`config.mk`:
```
export PLATFORM = sky130hd
export DESIGN_NAME = periodic_oneshot_timer_table
export DESIGN_NICKNAME = d
export VERILOG_FILES = /design/src/hdl/pot_pkg.sv /design/src/hdl/periodic_oneshot_timer_table.sv /design/src/hdl/pot_front.sv /design/src/hdl/pot_queue.sv /design/src/hdl/pot_back.sv
export SDC_FILE = /design/constraint.sdc
export NUM_CORES = 2
export LEC_CHECK = 0
export ABC_AREA = 1
export BUFFER_PORTS_ARGS = -buffer_cell sky130_fd_sc_hd__buf_4
export CORE_UTILIZATION = 40
export CTS_BUF_LIST = sky130_fd_sc_hd__clkbuf_16
export DETAILED_ROUTE_END_ITERATION = 16
export PLACE_DENSITY_LB_ADDON = 0.08
export REMOVE_ABC_BUFFERS = 1
export SYNTH_ARGS = -nofsm -noshare
export SYNTH_HDL_FRONTEND = slang
export SYNTH_HIERARCHICAL = 1
export SYNTH_SLANG_ARGS = --single-unit
```
`constraint.sdc`:
```
create_clock -name i_clk -period 7.5 [get_ports i_clk]
set_input_delay 0.375 -clock i_clk [delete_from_list [all_inputs] [get_ports i_clk]]
set_output_delay 0.375 -clock i_clk [all_outputs]
set_load 0.01 [all_outputs]
```
`src/hdl/pot_pkg.sv`:
```
// shared types, constants and codes of the periodic and one-shot timer table
`default_nettype none

package pot_pkg;

    // table geometry
    localparam int MAX_ENTRIES = 16;
    localparam int IDX_W       = (MAX_ENTRIES > 1) ? $clog2(MAX_ENTRIES) : 1;
    localparam int CNT_W       = $clog2(MAX_ENTRIES + 1);
    localparam int CMP_W       = (CNT_W > 4) ? CNT_W : 4;

    // results reported per tick
    localparam int RESULT_CAP  = 16;
    localparam int RCNT_W      = $clog2(RESULT_CAP + 1);

    // request queue between front and back
    localparam int QUEUE_DEPTH = 2;
    localparam int QPTR_W      = (QUEUE_DEPTH > 1) ? $clog2(QUEUE_DEPTH) : 1;
    localparam int QCNT_W      = $clog2(QUEUE_DEPTH + 1);

    // request type codes on the input tuser
    localparam logic [1:0] REQ_TICK   = 2'd0;
    localparam logic [1:0] REQ_REG    = 2'd1;
    localparam logic [1:0] REQ_SETDUE = 2'd2;

    typedef logic [IDX_W-1:0]  t_idx;
    typedef logic [CNT_W-1:0]  t_cnt;
    typedef logic [RCNT_W-1:0] t_rcnt;

    typedef enum logic [1:0] {
        MODE_OFF  = 2'd0,
        MODE_ONCE = 2'd1,
        MODE_LOOP = 2'd2
    } t_mode;

    typedef enum logic [1:0] {
        ST_OK    = 2'd0,
        ST_FULL  = 2'd1,
        ST_RANGE = 2'd2
    } t_status;

    typedef enum logic [1:0] {
        K_TICK,
        K_REG,
        K_SETDUE
    } t_kind;

    typedef enum logic [2:0] {
        S_IDLE,
        S_TICK,
        S_REG,
        S_SETDUE,
        S_FLUSH
    } t_state;

    // classified request: tval is now_time for a tick, due_time for set-due
    typedef struct packed {
        t_kind       kind;
        logic [31:0] tval;
        logic [15:0] cb;
        t_mode       mode;
        logic [31:0] per;
        logic [3:0]  idx;
    } t_req;

    // queue status toward the front
    typedef struct packed {
        logic full;
        logic valid;
    } t_qstat;

endpackage

`default_nettype wire

```
`src/hdl/periodic_oneshot_timer_table.sv`:
```
// Timer table top level: one request per transaction, results as a stream.
// Order: an accepted request is written into the queue and the engine pops it when idle;
// a set-due result is then loaded into the output register once that register is free.
// A tick walks one entry per cycle while the output register can take its reports;
// a registration walks the table in the same way; a full output register stalls the walk.
// Up to two requests wait in the queue; synchronous active-low reset empties the table.
`default_nettype none

module periodic_oneshot_timer_table (
    input  wire logic          i_clk,
    input  wire logic          i_rst_n,
    input  wire logic          i_s_tvalid,
    output logic               o_s_tready,
    input  wire logic [1:0]    i_s_tuser,   // req_type
    // now_time[31:0], callback_id[47:32], timer_mode[49:48], period[81:50],
    // entry_index[85:82], due_time[117:86], zero[119:118]
    input  wire logic [119:0]  i_s_tdata,
    output logic               o_m_tvalid,
    input  wire logic          i_m_tready,
    output logic               o_m_tuser,   // fired
    output logic [7:0]         o_m_tdata,   // result_index[3:0], status[5:4], zero[7:6]
    output logic               o_m_tlast    // last_result
);

    pot_pkg::t_qstat qstat;
    pot_pkg::t_req   push_data;
    pot_pkg::t_req   pop_data;
    logic            push;
    logic            pop;

    // accept and classify
    pot_front u_front (
        .i_rst_n     (i_rst_n),
        .i_s_tvalid  (i_s_tvalid),
        .o_s_tready  (o_s_tready),
        .i_s_tuser   (i_s_tuser),
        .i_s_tdata   (i_s_tdata),
        .i_qstat     (qstat),
        .o_push      (push),
        .o_push_data (push_data)
    );

    // request queue
    pot_queue u_queue (
        .i_clk       (i_clk),
        .i_rst_n     (i_rst_n),
        .i_push      (push),
        .i_push_data (push_data),
        .i_pop       (pop),
        .o_qstat     (qstat),
        .o_pop_data  (pop_data)
    );

    // table engine
    pot_back u_back (
        .i_clk      (i_clk),
        .i_rst_n    (i_rst_n),
        .i_qstat    (qstat),
        .i_req      (pop_data),
        .o_pop      (pop),
        .o_m_tvalid (o_m_tvalid),
        .i_m_tready (i_m_tready),
        .o_m_tuser  (o_m_tuser),
        .o_m_tdata  (o_m_tdata),
        .o_m_tlast  (o_m_tlast)
    );

endmodule

`default_nettype wire

```
`src/hdl/pot_front.sv`:
```
// front end: accepts request transactions and classifies them for the queue
`default_nettype none

module pot_front (
    input  wire logic          i_rst_n,
    input  wire logic          i_s_tvalid,
    output logic               o_s_tready,
    input  wire logic [1:0]    i_s_tuser,   // req_type
    // now_time[31:0], callback_id[47:32], timer_mode[49:48], period[81:50],
    // entry_index[85:82], due_time[117:86], zero[119:118]
    input  wire logic [119:0]  i_s_tdata,
    input  wire pot_pkg::t_qstat i_qstat,
    output logic               o_push,
    output pot_pkg::t_req      o_push_data
);

    logic [1:0]     mode_raw;
    pot_pkg::t_mode mode_clean;
    logic           known;

    assign o_s_tready = !i_qstat.full;
    assign mode_raw   = i_s_tdata[49:48];

    // unknown mode codes are stored as off
    always_comb begin
        case (mode_raw)
            2'(pot_pkg::MODE_ONCE): mode_clean = pot_pkg::MODE_ONCE;
            2'(pot_pkg::MODE_LOOP): mode_clean = pot_pkg::MODE_LOOP;
            default:                mode_clean = pot_pkg::MODE_OFF;
        endcase
    end

    // request kind and the time field that kind uses
    always_comb begin
        known            = 1'b1;
        o_push_data.kind = pot_pkg::K_TICK;
        o_push_data.tval = i_s_tdata[31:0];
        case (i_s_tuser)
            pot_pkg::REQ_TICK: begin
                o_push_data.kind = pot_pkg::K_TICK;
                o_push_data.tval = i_s_tdata[31:0];
            end
            pot_pkg::REQ_REG: begin
                o_push_data.kind = pot_pkg::K_REG;
            end
            pot_pkg::REQ_SETDUE: begin
                o_push_data.kind = pot_pkg::K_SETDUE;
                o_push_data.tval = i_s_tdata[117:86];
            end
            default: begin
                known = 1'b0;
            end
        endcase
        o_push_data.cb   = i_s_tdata[47:32];
        o_push_data.mode = mode_clean;
        o_push_data.per  = i_s_tdata[81:50];
        o_push_data.idx  = i_s_tdata[85:82];
    end

    // unknown request types are accepted and dropped
    assign o_push = i_s_tvalid && o_s_tready && known && i_rst_n;

endmodule

`default_nettype wire

```
`src/hdl/pot_queue.sv`:
```
// short request queue between the front end and the table engine
`default_nettype none

module pot_queue (
    input  wire logic            i_clk,
    input  wire logic            i_rst_n,
    input  wire logic            i_push,
    input  wire pot_pkg::t_req   i_push_data,
    input  wire logic            i_pop,
    output pot_pkg::t_qstat      o_qstat,
    output pot_pkg::t_req        o_pop_data
);

    pot_pkg::t_req               r_slot [pot_pkg::QUEUE_DEPTH];
    logic [pot_pkg::QPTR_W-1:0]  r_wr_ptr, n_wr_ptr;
    logic [pot_pkg::QPTR_W-1:0]  r_rd_ptr, n_rd_ptr;
    logic [pot_pkg::QCNT_W-1:0]  r_fill, n_fill;
    logic                        do_push, do_pop;

    assign o_qstat.full  = (r_fill == pot_pkg::QCNT_W'(pot_pkg::QUEUE_DEPTH));
    assign o_qstat.valid = (r_fill != '0);
    assign o_pop_data    = r_slot[r_rd_ptr];
    assign do_push       = i_push && !o_qstat.full;
    assign do_pop        = i_pop && o_qstat.valid;

    // pointer wrap at the queue depth
    always_comb begin
        n_wr_ptr = r_wr_ptr;
        n_rd_ptr = r_rd_ptr;
        n_fill   = r_fill;
        if (do_push) begin
            n_wr_ptr = (r_wr_ptr == pot_pkg::QPTR_W'(pot_pkg::QUEUE_DEPTH - 1)) ?
                       '0 : r_wr_ptr + 1'b1;
        end
        if (do_pop) begin
            n_rd_ptr = (r_rd_ptr == pot_pkg::QPTR_W'(pot_pkg::QUEUE_DEPTH - 1)) ?
                       '0 : r_rd_ptr + 1'b1;
        end
        if (do_push && !do_pop) begin
            n_fill = r_fill + 1'b1;
        end else if (do_pop && !do_push) begin
            n_fill = r_fill - 1'b1;
        end
    end

    always_ff @(posedge i_clk) begin
        if (!i_rst_n) begin
            r_wr_ptr <= '0;
            r_rd_ptr <= '0;
            r_fill   <= '0;
        end else begin
            r_wr_ptr <= n_wr_ptr;
            r_rd_ptr <= n_rd_ptr;
            r_fill   <= n_fill;
        end
    end

    // slot storage
    always_ff @(posedge i_clk) begin
        if (do_push) begin
            r_slot[r_wr_ptr] <= i_push_data;
        end
    end

endmodule

`default_nettype wire

```
`src/hdl/pot_back.sv`:
```
// table engine: walks the timer table for ticks and registrations, writes set-due entries by index
`default_nettype none

module pot_back (
    input  wire logic           i_clk,
    input  wire logic           i_rst_n,
    input  wire pot_pkg::t_qstat i_qstat,
    input  wire pot_pkg::t_req  i_req,
    output logic                o_pop,
    output logic                o_m_tvalid,
    input  wire logic           i_m_tready,
    output logic                o_m_tuser,   // fired
    output logic [7:0]          o_m_tdata,   // result_index[3:0], status[5:4], zero[7:6]
    output logic                o_m_tlast    // last_result
);

    // table storage, undefined until written
    logic [15:0]    r_cb   [pot_pkg::MAX_ENTRIES];
    pot_pkg::t_mode r_mode [pot_pkg::MAX_ENTRIES];
    logic [31:0]    r_per  [pot_pkg::MAX_ENTRIES];
    logic [31:0]    r_due  [pot_pkg::MAX_ENTRIES];

    pot_pkg::t_state  r_state, n_state;
    pot_pkg::t_req    r_cur, n_cur;
    pot_pkg::t_cnt    r_ptr, n_ptr;
    pot_pkg::t_cnt    r_count, n_count;
    logic             r_pend_valid, n_pend_valid;
    pot_pkg::t_idx    r_pend_idx, n_pend_idx;
    pot_pkg::t_rcnt   r_n, n_n;

    logic             r_out_valid, n_out_valid;
    logic             r_out_fired;
    logic [3:0]       r_out_idx;
    pot_pkg::t_status r_out_status;
    logic             r_out_last;

    logic             load_out;
    logic             out_fired;
    logic [3:0]       out_idx;
    pot_pkg::t_status out_status;
    logic             out_last;

    pot_pkg::t_idx    rd_addr;
    logic [15:0]      rd_cb;
    pot_pkg::t_mode   rd_mode;
    logic [31:0]      rd_per;
    logic [31:0]      rd_due;

    logic             wr_new, wr_mode_en, wr_per_en, wr_due_en;
    pot_pkg::t_mode   wr_mode;
    logic [31:0]      wr_due;

    logic             out_free, ptr_end, fire, idx_ok;
    logic [32:0]      sum;
    logic [31:0]      reload;

    // one read port, addressed by the walk pointer or the set-due index
    assign rd_addr = (r_state == pot_pkg::S_SETDUE) ? pot_pkg::t_idx'(r_cur.idx) :
                     r_ptr[pot_pkg::IDX_W-1:0];
    assign rd_cb   = r_cb[rd_addr];
    assign rd_mode = r_mode[rd_addr];
    assign rd_per  = r_per[rd_addr];
    assign rd_due  = r_due[rd_addr];

    assign out_free = !r_out_valid || i_m_tready;
    assign ptr_end  = (r_ptr == r_count);
    assign fire     = (rd_mode != pot_pkg::MODE_OFF) && (rd_due <= r_cur.tval);
    assign idx_ok   = (pot_pkg::CMP_W'(r_cur.idx) < pot_pkg::CMP_W'(r_count));

    // saturating reload of a periodic entry
    assign sum    = {1'b0, r_cur.tval} + {1'b0, rd_per};
    assign reload = sum[32] ? 32'hFFFF_FFFF : sum[31:0];

    // next state, table writes and result loading
    always_comb begin
        n_state      = r_state;
        n_cur        = r_cur;
        n_ptr        = r_ptr;
        n_count      = r_count;
        n_pend_valid = r_pend_valid;
        n_pend_idx   = r_pend_idx;
        n_n          = r_n;
        o_pop        = 1'b0;
        load_out     = 1'b0;
        out_fired    = 1'b0;
        out_idx      = 4'(r_ptr);
        out_status   = pot_pkg::ST_OK;
        out_last     = 1'b1;
        wr_new       = 1'b0;
        wr_mode_en   = 1'b0;
        wr_per_en    = 1'b0;
        wr_due_en    = 1'b0;
        wr_mode      = r_cur.mode;
        wr_due       = reload;
        case (r_state)
            pot_pkg::S_IDLE: begin
                if (i_qstat.valid) begin
                    o_pop = 1'b1;
                    n_cur = i_req;
                    n_ptr = '0;
                    n_n   = '0;
                    case (i_req.kind)
                        pot_pkg::K_TICK:   n_state = pot_pkg::S_TICK;
                        pot_pkg::K_REG:    n_state = pot_pkg::S_REG;
                        pot_pkg::K_SETDUE: n_state = pot_pkg::S_SETDUE;
                        default:           n_state = pot_pkg::S_IDLE;
                    endcase
                end
            end
            pot_pkg::S_TICK: begin
                if (ptr_end) begin
                    n_state = r_pend_valid ? pot_pkg::S_FLUSH : pot_pkg::S_IDLE;
                end else if (!fire) begin
                    n_ptr = r_ptr + 1'b1;
                end else if (!(r_pend_valid && (r_n < pot_pkg::t_rcnt'(pot_pkg::RESULT_CAP))
                               && !out_free)) begin
                    // update the due entry
                    if (rd_mode == pot_pkg::MODE_ONCE) begin
                        wr_mode_en = 1'b1;
                        wr_mode    = pot_pkg::MODE_OFF;
                    end else begin
                        wr_due_en = 1'b1;
                        wr_due    = reload;
                    end
                    // the held report is not the last one: send it on
                    if (r_n < pot_pkg::t_rcnt'(pot_pkg::RESULT_CAP)) begin
                        if (r_pend_valid) begin
                            load_out  = 1'b1;
                            out_fired = 1'b1;
                            out_idx   = 4'(r_pend_idx);
                            out_last  = 1'b0;
                        end
                        n_pend_valid = 1'b1;
                        n_pend_idx   = r_ptr[pot_pkg::IDX_W-1:0];
                        n_n          = r_n + 1'b1;
                    end
                    n_ptr = r_ptr + 1'b1;
                end
            end
            pot_pkg::S_FLUSH: begin
                if (out_free) begin
                    load_out     = 1'b1;
                    out_fired    = 1'b1;
                    out_idx      = 4'(r_pend_idx);
                    out_last     = 1'b1;
                    n_pend_valid = 1'b0;
                    n_state      = pot_pkg::S_IDLE;
                end
            end
            pot_pkg::S_REG: begin
                if (ptr_end) begin
                    if (out_free) begin
                        load_out = 1'b1;
                        n_state  = pot_pkg::S_IDLE;
                        if (r_count == pot_pkg::t_cnt'(pot_pkg::MAX_ENTRIES)) begin
                            out_idx    = '0;
                            out_status = pot_pkg::ST_FULL;
                        end else begin
                            // append at the end of the table
                            wr_new     = 1'b1;
                            wr_mode_en = 1'b1;
                            wr_per_en  = 1'b1;
                            wr_due_en  = 1'b1;
                            wr_due     = '0;
                            out_idx    = 4'(r_count);
                            n_count    = r_count + 1'b1;
                        end
                    end
                end else if (rd_cb == r_cur.cb) begin
                    if (out_free) begin
                        wr_mode_en = 1'b1;
                        wr_per_en  = 1'b1;
                        load_out   = 1'b1;
                        out_idx    = 4'(r_ptr);
                        n_state    = pot_pkg::S_IDLE;
                    end
                end else begin
                    n_ptr = r_ptr + 1'b1;
                end
            end
            pot_pkg::S_SETDUE: begin
                if (out_free) begin
                    load_out = 1'b1;
                    out_idx  = r_cur.idx;
                    n_state  = pot_pkg::S_IDLE;
                    if (idx_ok) begin
                        wr_due_en = 1'b1;
                        wr_due    = r_cur.tval;
                        if (rd_mode == pot_pkg::MODE_OFF) begin
                            wr_mode_en = 1'b1;
                            wr_mode    = pot_pkg::MODE_ONCE;
                        end
                    end else begin
                        out_status = pot_pkg::ST_RANGE;
                    end
                end
            end
            default: begin
                n_state = pot_pkg::S_IDLE;
            end
        endcase
        n_out_valid = load_out ? 1'b1 : (i_m_tready ? 1'b0 : r_out_valid);
    end

    always_ff @(posedge i_clk) begin
        if (!i_rst_n) begin
            r_state      <= pot_pkg::S_IDLE;
            r_ptr        <= '0;
            r_count      <= '0;
            r_pend_valid <= 1'b0;
            r_n          <= '0;
            r_out_valid  <= 1'b0;
        end else begin
            r_state      <= n_state;
            r_ptr        <= n_ptr;
            r_count      <= n_count;
            r_pend_valid <= n_pend_valid;
            r_n          <= n_n;
            r_out_valid  <= n_out_valid;
        end
    end

    // payload registers
    always_ff @(posedge i_clk) begin
        r_cur      <= n_cur;
        r_pend_idx <= n_pend_idx;
        if (load_out) begin
            r_out_fired  <= out_fired;
            r_out_idx    <= out_idx;
            r_out_status <= out_status;
            r_out_last   <= out_last;
        end
    end

    // table writes at the read address
    always_ff @(posedge i_clk) begin
        if (wr_new) begin
            r_cb[rd_addr] <= r_cur.cb;
        end
        if (wr_mode_en) begin
            r_mode[rd_addr] <= wr_mode;
        end
        if (wr_per_en) begin
            r_per[rd_addr] <= r_cur.per;
        end
        if (wr_due_en) begin
            r_due[rd_addr] <= wr_due;
        end
    end

    assign o_m_tvalid = r_out_valid;
    assign o_m_tuser  = r_out_fired;
    assign o_m_tdata  = {2'b00, r_out_status, r_out_idx};
    assign o_m_tlast  = r_out_last;

    // walk pointer never passes the fill count
    a_ptr_in_range: assert property (@(posedge i_clk) disable iff (!i_rst_n)
        r_ptr <= r_count)
        else $error("walk pointer beyond entry count");

    // fill count never exceeds the table size
    a_count_max: assert property (@(posedge i_clk) disable iff (!i_rst_n)
        r_count <= pot_pkg::t_cnt'(pot_pkg::MAX_ENTRIES))
        else $error("entry count beyond table size");

    // a held fire report exists only during a tick walk or its flush
    a_pend_scope: assert property (@(posedge i_clk) disable iff (!i_rst_n)
        r_pend_valid |-> (r_state == pot_pkg::S_TICK || r_state == pot_pkg::S_FLUSH))
        else $error("held report outside a tick");

    // flush always has a report to send
    a_flush_pend: assert property (@(posedge i_clk) disable iff (!i_rst_n)
        (r_state == pot_pkg::S_FLUSH) |-> r_pend_valid)
        else $error("flush without held report");

endmodule

`default_nettype wire
```
**Yosys cells after proc, flatten, opt, wreduce, memory -nomap -nowiden**

Memories as Yosys holds them, arrays and structs flattened. A register that Yosys moved wholly into a read port is not among the register bits.
Cells that the tools add are included.

- Flip-flop bits (word level): 122
- Bits in writable memories: 1488
- Input port bits: 126
- Logic and storage cells: 219
- Memories: 5

- $add $sub $neg: 8
- $lt $le $gt $ge: 3
- Equal/unequal tests: 26
- Muxes and demuxes: 115
- Bitwise logic cells: 6
- Reduce and logical (&&, ||, !) cells: 37

Memory list:

| memory | depth | width | rd ports | clocked after memory_dff | write ports | RTL line | source |
|---|---|---|---|---|---|---|---|
| u_back.r_due | 16 | 32 | 1 | 0 | 1 | pot_back.sv:21 | `logic [31:0] r_due [pot_pkg::MAX_ENTRIES];` |
| u_back.r_per | 16 | 32 | 1 | 0 | 1 | pot_back.sv:20 | `logic [31:0] r_per [pot_pkg::MAX_ENTRIES];` |
| u_back.r_cb | 16 | 16 | 1 | 0 | 1 | pot_back.sv:18 | `logic [15:0] r_cb [pot_pkg::MAX_ENTRIES];` |
| u_queue.r_slot | 2 | 88 | 1 | 1 | 1 | pot_queue.sv:14 | `pot_pkg::t_req r_slot [pot_pkg::QUEUE_DEPTH];` |
| u_back.r_mode | 16 | 2 | 1 | 0 | 1 | pot_back.sv:19 | `pot_pkg::t_mode r_mode [pot_pkg::MAX_ENTRIES];` |

Operator list:

| operator | number |
|---|---|
| $mux W32 | 7 |
| $pmux W32 S2 | 1 |
| $mux W1 | 53 |
| $mux W5 | 10 |
| $mux W4 | 11 |
| $add A32 B32 Y33 | 1 |
| $le A32 B32 Y1 | 1 |
| $mux W2 | 13 |
| $mux W3 | 6 |
| $reduce_and A6 Y1 | 3 |
| $eq A16 B16 Y1 | 1 |
| $pmux W2 S2 | 4 |
| $pmux W4 S4 | 1 |
| $add A5 B1 Y5 const B | 3 |
| $pmux W5 S3 | 1 |
| $pmux W3 S4 | 1 |
| $reduce_bool A2 Y1 | 6 |
| $logic_and A1 B1 Y1 | 10 |
| $ne A2 B2 Y1 const B | 5 |
| $pmux W5 S2 | 1 |
| $pmux W1 S3 | 3 |
| $eq A2 B1 Y1 const B | 4 |
| $eq A2 B2 Y1 const B | 4 |
| $ne A2 B1 Y1 const B | 4 |
| 27 further kinds | 41 |

**Depth between registers and ports, before layout**

An unclocked memory read counts as a cell.

- Depth in word-level cells: 11
- Depth in mapped cells: 34
- Gate-level depth less buffers: 30

**Cells and area by module**

The synthesis kept the hierarchy.

Modules (own cells, without submodules):

| module | instances | cells each | area each (um2) | seq. area each (um2) |
|---|---|---|---|---|
| pot_back | 1 | 4664 | 58977.8 | 42741.0 |
| pot_queue | 1 | 311 | 6667.6 | 5385.2 |
| pot_front | 1 | 171 | 958.4 | 0.0 |

**Least setup slack after synthesis**

Ideal clock, no wire load.

- Path kind: reg2reg
- From: reg u_back.r_state[1]
- To: mem u_back.r_due[10][0] (enable)
- Setup time: 421 ps
- Arrival time: 5277 ps
- Path slack: 1802 ps
- Cell stages (with the launch flop): 26
- Path buffers: 6
- Path through: dfxtp_1 > buf_2 > nand3_4 > o21ai_4 > buf_2 > buf_2 > clkbuf_1 > clkbuf_1 > nor3_1 > o31ai_1 > nand2_1 > a221oi_1 > ha_1 > a21oi_1 > o21a_1 > nor2_1 > o21ai_0 > o2111ai_1 > nand2_1 > nand2_1 > nand2_1 > nand2_2 > nor3_2 > a21oi_2 > buf_2 > nor2_1

- Cells in the longest elaborated chain, start to end: 11
- Elaborated cells between the ends (all ways): 17

RTL lines:

| element | RTL line | source |
|---|---|---|
| from (decl) | pot_back.sv:23 | `pot_pkg::t_state r_state, n_state;` |
| from (signal assigned) | pot_back.sv:207 | `r_state <= pot_pkg::S_IDLE;` |
| from (signal assigned) | pot_back.sv:214 | `r_state <= n_state;` |
| parallel branches: the longest is 11 deep, another holds $mem_v2 Z16 W32 | n/a |  |
| to (decl) | pot_back.sv:21 |  |

Several ways; the timed one is not identified.

**Worst setup path after layout**

- From: reg u_back.r_state[1]
- To: mem u_back.r_due[11][16] (data pin)

- Cells in the longest elaborated chain, start to end: 9
- Elaborated cells between the ends (all ways): 12

RTL lines:

| element | RTL line | source |
|---|---|---|
| $eq A3 B2 Y1 | pot_back.sv:58, pot_back.sv:95 |  |
| $mux W4 | pot_back.sv:58 | `assign rd_addr = (r_state == pot_pkg::S_SETDUE) ? pot_pkg::t_idx'(r_cur.idx) :` |
| $mem_v2 Z16 W32 | n/a |  |
| $add A32 B32 Y33 | pot_back.sv:71 | `assign sum = {1'b0, r_cur.tval} + {1'b0, rd_per};` |
| $mux W32 | pot_back.sv:72 | `assign reload = sum[32] ? 32'hFFFF_FFFF : sum[31:0];` |
| $mux W32 | pot_back.sv:155 | `if (r_count == pot_pkg::t_cnt'(pot_pkg::MAX_ENTRIES)) begin` |
| $mux W32 | pot_back.sv:152 | `if (out_free) begin` |
| $mux W32 | pot_back.sv:151 | `if (ptr_end) begin` |
| $pmux W32 S2 (*) | pot_back.sv:95 | `case (r_state)` |
| via u_back.wr_due[16] | pot_back.sv:51 | `logic [31:0] wr_due;` |

The timed path passes the listed nets; every way through them passes the cells marked *.

==> impl_metrics.csv <==
group,metric,value,unit
cts,cts_tree,"built",
detailed_routing,dr.pass1.iters,11,
cts,cts_root_buffer,"clkbuf_16",
logic_synthesis,ys_seq_area_share,72.26,%
logic_synthesis,ys.flop_type,"edfxtp_1",
final_layout,layout.nets,5612,
floorplan,io_pins,138,
logic_synthesis,yosysUniqueCellTypes,62,
floorplan,core,165200,µm²
placed_design,port_buffers,133,
status,run_status,"finished, violations left",
sta,finalCriticalPeriod,6.548,ns
pwr,power,29.04,mW
grt,grt.overflow.total,0,
detailed_routing,finalWirelength,191600,µm
pwr,power_density,375.2,nW/µm²
cts,clock_path_buffers,3,
sta,worstMarginPinSlew,1.289,ns
detailed_routing,ant_nets,0,
detailed_routing,wl_per_cell,24.79,µm
detailed_routing,post-route-drc-count,4,
detailed_routing,vias_per_cell,5.379,
cts,insertion_delay,0.83,ns
worst_setup_path,required,7.91,ns
pwr,p_leak,27.76,nW
logic_synthesis,synth_common_cells,"edfxtp_1, nand2_1, nor2_1, inv_1, nor3_1",
sta,hold_viol_final,0,
final_layout,layout-drive-gt1-share,12.81,%
detailed_routing,vias,41580,
worst_setup_path,path_class,"flop to flop",
cts,h-tree-depth,4,
sta,max_freq,152.7,MHz
logic_synthesis,syn_inst,5146,
placed_design,dpl_cell_area,70860,µm²
cts,clk_pin_slew,0.07,ns
final_layout,final_util,46.85,%
final_layout,antenna_cells,0,
logic_synthesis,async_flop_share,0,%
logic_synthesis,syn_area_per_cell,12.94,µm²
logic_synthesis,synth_area_leaders,"edfxtp_1, nand2_1, nor2_1",
logic_synthesis,yosys_warnings,6,
sta,slew_violations,0,
grt,grt_max_degree,148,
cts,cts_resized,0,
worst_setup_path,rrSetupSlack,0.95,ns
sta,worst_hold_slack,0.1226,ns
job,max-cap-violations,0,
floorplan,die-area,168100,µm²
floorplan,start_util,40.32,%
grt,grt_first_pass_wirelength,279100,µm
sta,slew_headroom,14.06,%
hold_path,min-delay-path-class,"input port to flop",
cts,clock-sinks,1611,
detailed_routing,drt-initial-drc-count,3571,
worst_setup_path,cpMaxStageDelayCell,"o22ai_1",
placed_design,dp_hpwl,102500,µm
sta,setup_violations,0,
sta,rsz0062_at_grt,"false",
final_layout,final_area,77390,µm²
grt,grtUsageTotal,22.69,%
sta,fin_worst_skew,0.04118,ns
sta,period_share,87.30,%
worst_setup_path,worst_path_most_repeated_cell,"nand2_1",
status,violations,"DRC",
worst_setup_path,critPathLaunchType,"flop",
pwr,peakVddDrop,0.0002965,V
logic_synthesis,synth-edff-count,1586,
worst_setup_path,worstSetupEndpointType,"flop",
logic_synthesis,synth_most_common_cell,"edfxtp_1",
worst_setup_path,cp.arrival,6.96,ns
grt,antenna_found_initial,2,
worst_setup_path,crit_fanout,56,
worst_setup_path,critPathMaxStageDelay,0.96,ns
floorplan,fp.dieH,410.1,µm
cts,numCtsBuffers,172,
final_layout,area_delta_synth_final,16.20,%
logic_synthesis,synth_area,66600,µm²
placed_design,place_congestion,0.8969,
floorplan,dieWidth,410.1,µm
logic_synthesis,synth_seq_cells,1611,
grt,grt_pass1_vias,40890,
floorplan,row_count,149,
logic_synthesis,synth_top_area_cell,"edfxtp_1",
logic_synthesis,yosys.area.top_type_share,71.51,%
flip-flops by register name, indices dropped and copies added, names as in the netlist, named ones only:
| name | count |
|---|---|
| u_back/o_m_tlast | 1 |
| u_back/o_m_tuser | 1 |
| u_back/o_m_tvalid | 1 |
| u_back/r_cb | 256 |
| u_back/r_count | 5 |
| u_back/r_cur | 86 |
| u_back/r_due | 512 |
| u_back/r_mode | 32 |
| u_back/r_n | 5 |
| u_back/r_out_idx | 4 |
| u_back/r_out_status | 2 |
| u_back/r_pend_idx | 4 |
| u_back/r_pend_valid | 1 |
| u_back/r_per | 512 |
| u_back/r_ptr | 5 |
| u_back/r_state | 3 |
| u_queue/r_fill | 2 |
| u_queue/r_rd_ptr | 1 |
| u_queue/r_slot | 176 |
| u_queue/r_wr_ptr | 1 |
critical path, delay by kind of cell (launching register included):
kind,cells,cell delay [ns]
AO/OA/AOI/OAI,9,2.74
AND/OR/NAND/NOR,11,1.30
buffers and inverters,4,1.23
flip-flops,1,0.49
adder cells (fa/ha/maj),1,0.27
power breakdown:
part           internal, mW  leakage (nW)  switching [mW]
clock network          4.50          2.76            3.55
registers              11.9          14.5           0.401
logic                  2.58          10.5            6.08
layer usage:
layer	up-vias	track usage (%)	wire, µm
met4	0	5.829	3994
met1	20990	31.86	87180
met5	-	0	0
li1	19280	-	-
met2	1089	36.96	90520
met3	219	3.253	9951
through the flow:
stage	setup WS, ns	std cells	TNS [ns]
after floorplan	-5.743	4821	-7757.27
after global placement	1.017	7305	0
after detailed placement	0.9948	7305	0
after CTS	0.9589	7730	0
after global routing	0.2393	7730	0
final	0.9521	7730	0
cell usage in the layout (no fill, tap or decap), types with 7 or more instances in the layout:
master / count
a21oi_1: 93
a21oi_2: 14
a221oi_1: 64
a22oi_1: 21
a31oi_1: 7
buf_12: 45
buf_4: 250
bufinv_16: 8
clkbuf_16: 174
clkinv_1: 47
clkinv_2: 24
dfxtp_1: 24
dlygate4sd3_1: 120
edfxtp_1: 1586
ha_1: 75
inv_1: 403
mux2_2: 68
mux2_4: 20
nand2_1: 927
nand3_1: 84
nand3b_1: 10
nand4_1: 18
nor2_1: 365
nor2_4: 55
nor3_1: 275
o21a_1: 7
o21ai_0: 238
o21ai_1: 28
o221ai_1: 126
o22ai_1: 141
o31ai_1: 129
or2_2: 13
xor2_1: 13
logic make-up after synthesis:
family / after synthesis / share of synthesized area [%]
other: 1 / 0.005630
DFF: 1611 / 72.26
AOI/OAI and AO/OA: 891 / 8.848
and+or+nand+nor: 1767 / 10.97
adders and majority gates: 76 / 1.439
buffers and inverters: 696 / 4.668
xor gates and xnor gates: 16 / 0.2104
muxes: 88 / 1.601
final cells by class:
type | count | area (µm²)
Timing Repair Buffer | 415 | 3979
Tap cell | 2189 | 2739
Fill cell | 14720 | 87780
Multi-Input combinational cell | 2840 | 15800
Inverter | 370 | 1411
Clock buffer | 174 | 4354
Clock inverter | 131 | 979.7
Sequential cell | 1611 | 48130
path summary, 6_finish.rpt:
kind | start | endpoint | depth (start not counted)
max | u_back/r_state[1] | u_back/r_due[11][16] | 25
min | i_m_tready | u_back/r_pend_valid | 5
max reg2reg | u_back/r_state[1] | u_back/r_due[11][16] | 25
min reg2reg | u_back/r_n[1] | u_back/r_n[1] | 2
repair_timing:
action,4_1_cts,5_1_grt
hold endpoints to repair,183,0
setup buffers,0,0
hold buffers,120,0
Power figures use the tool's default switching activity.
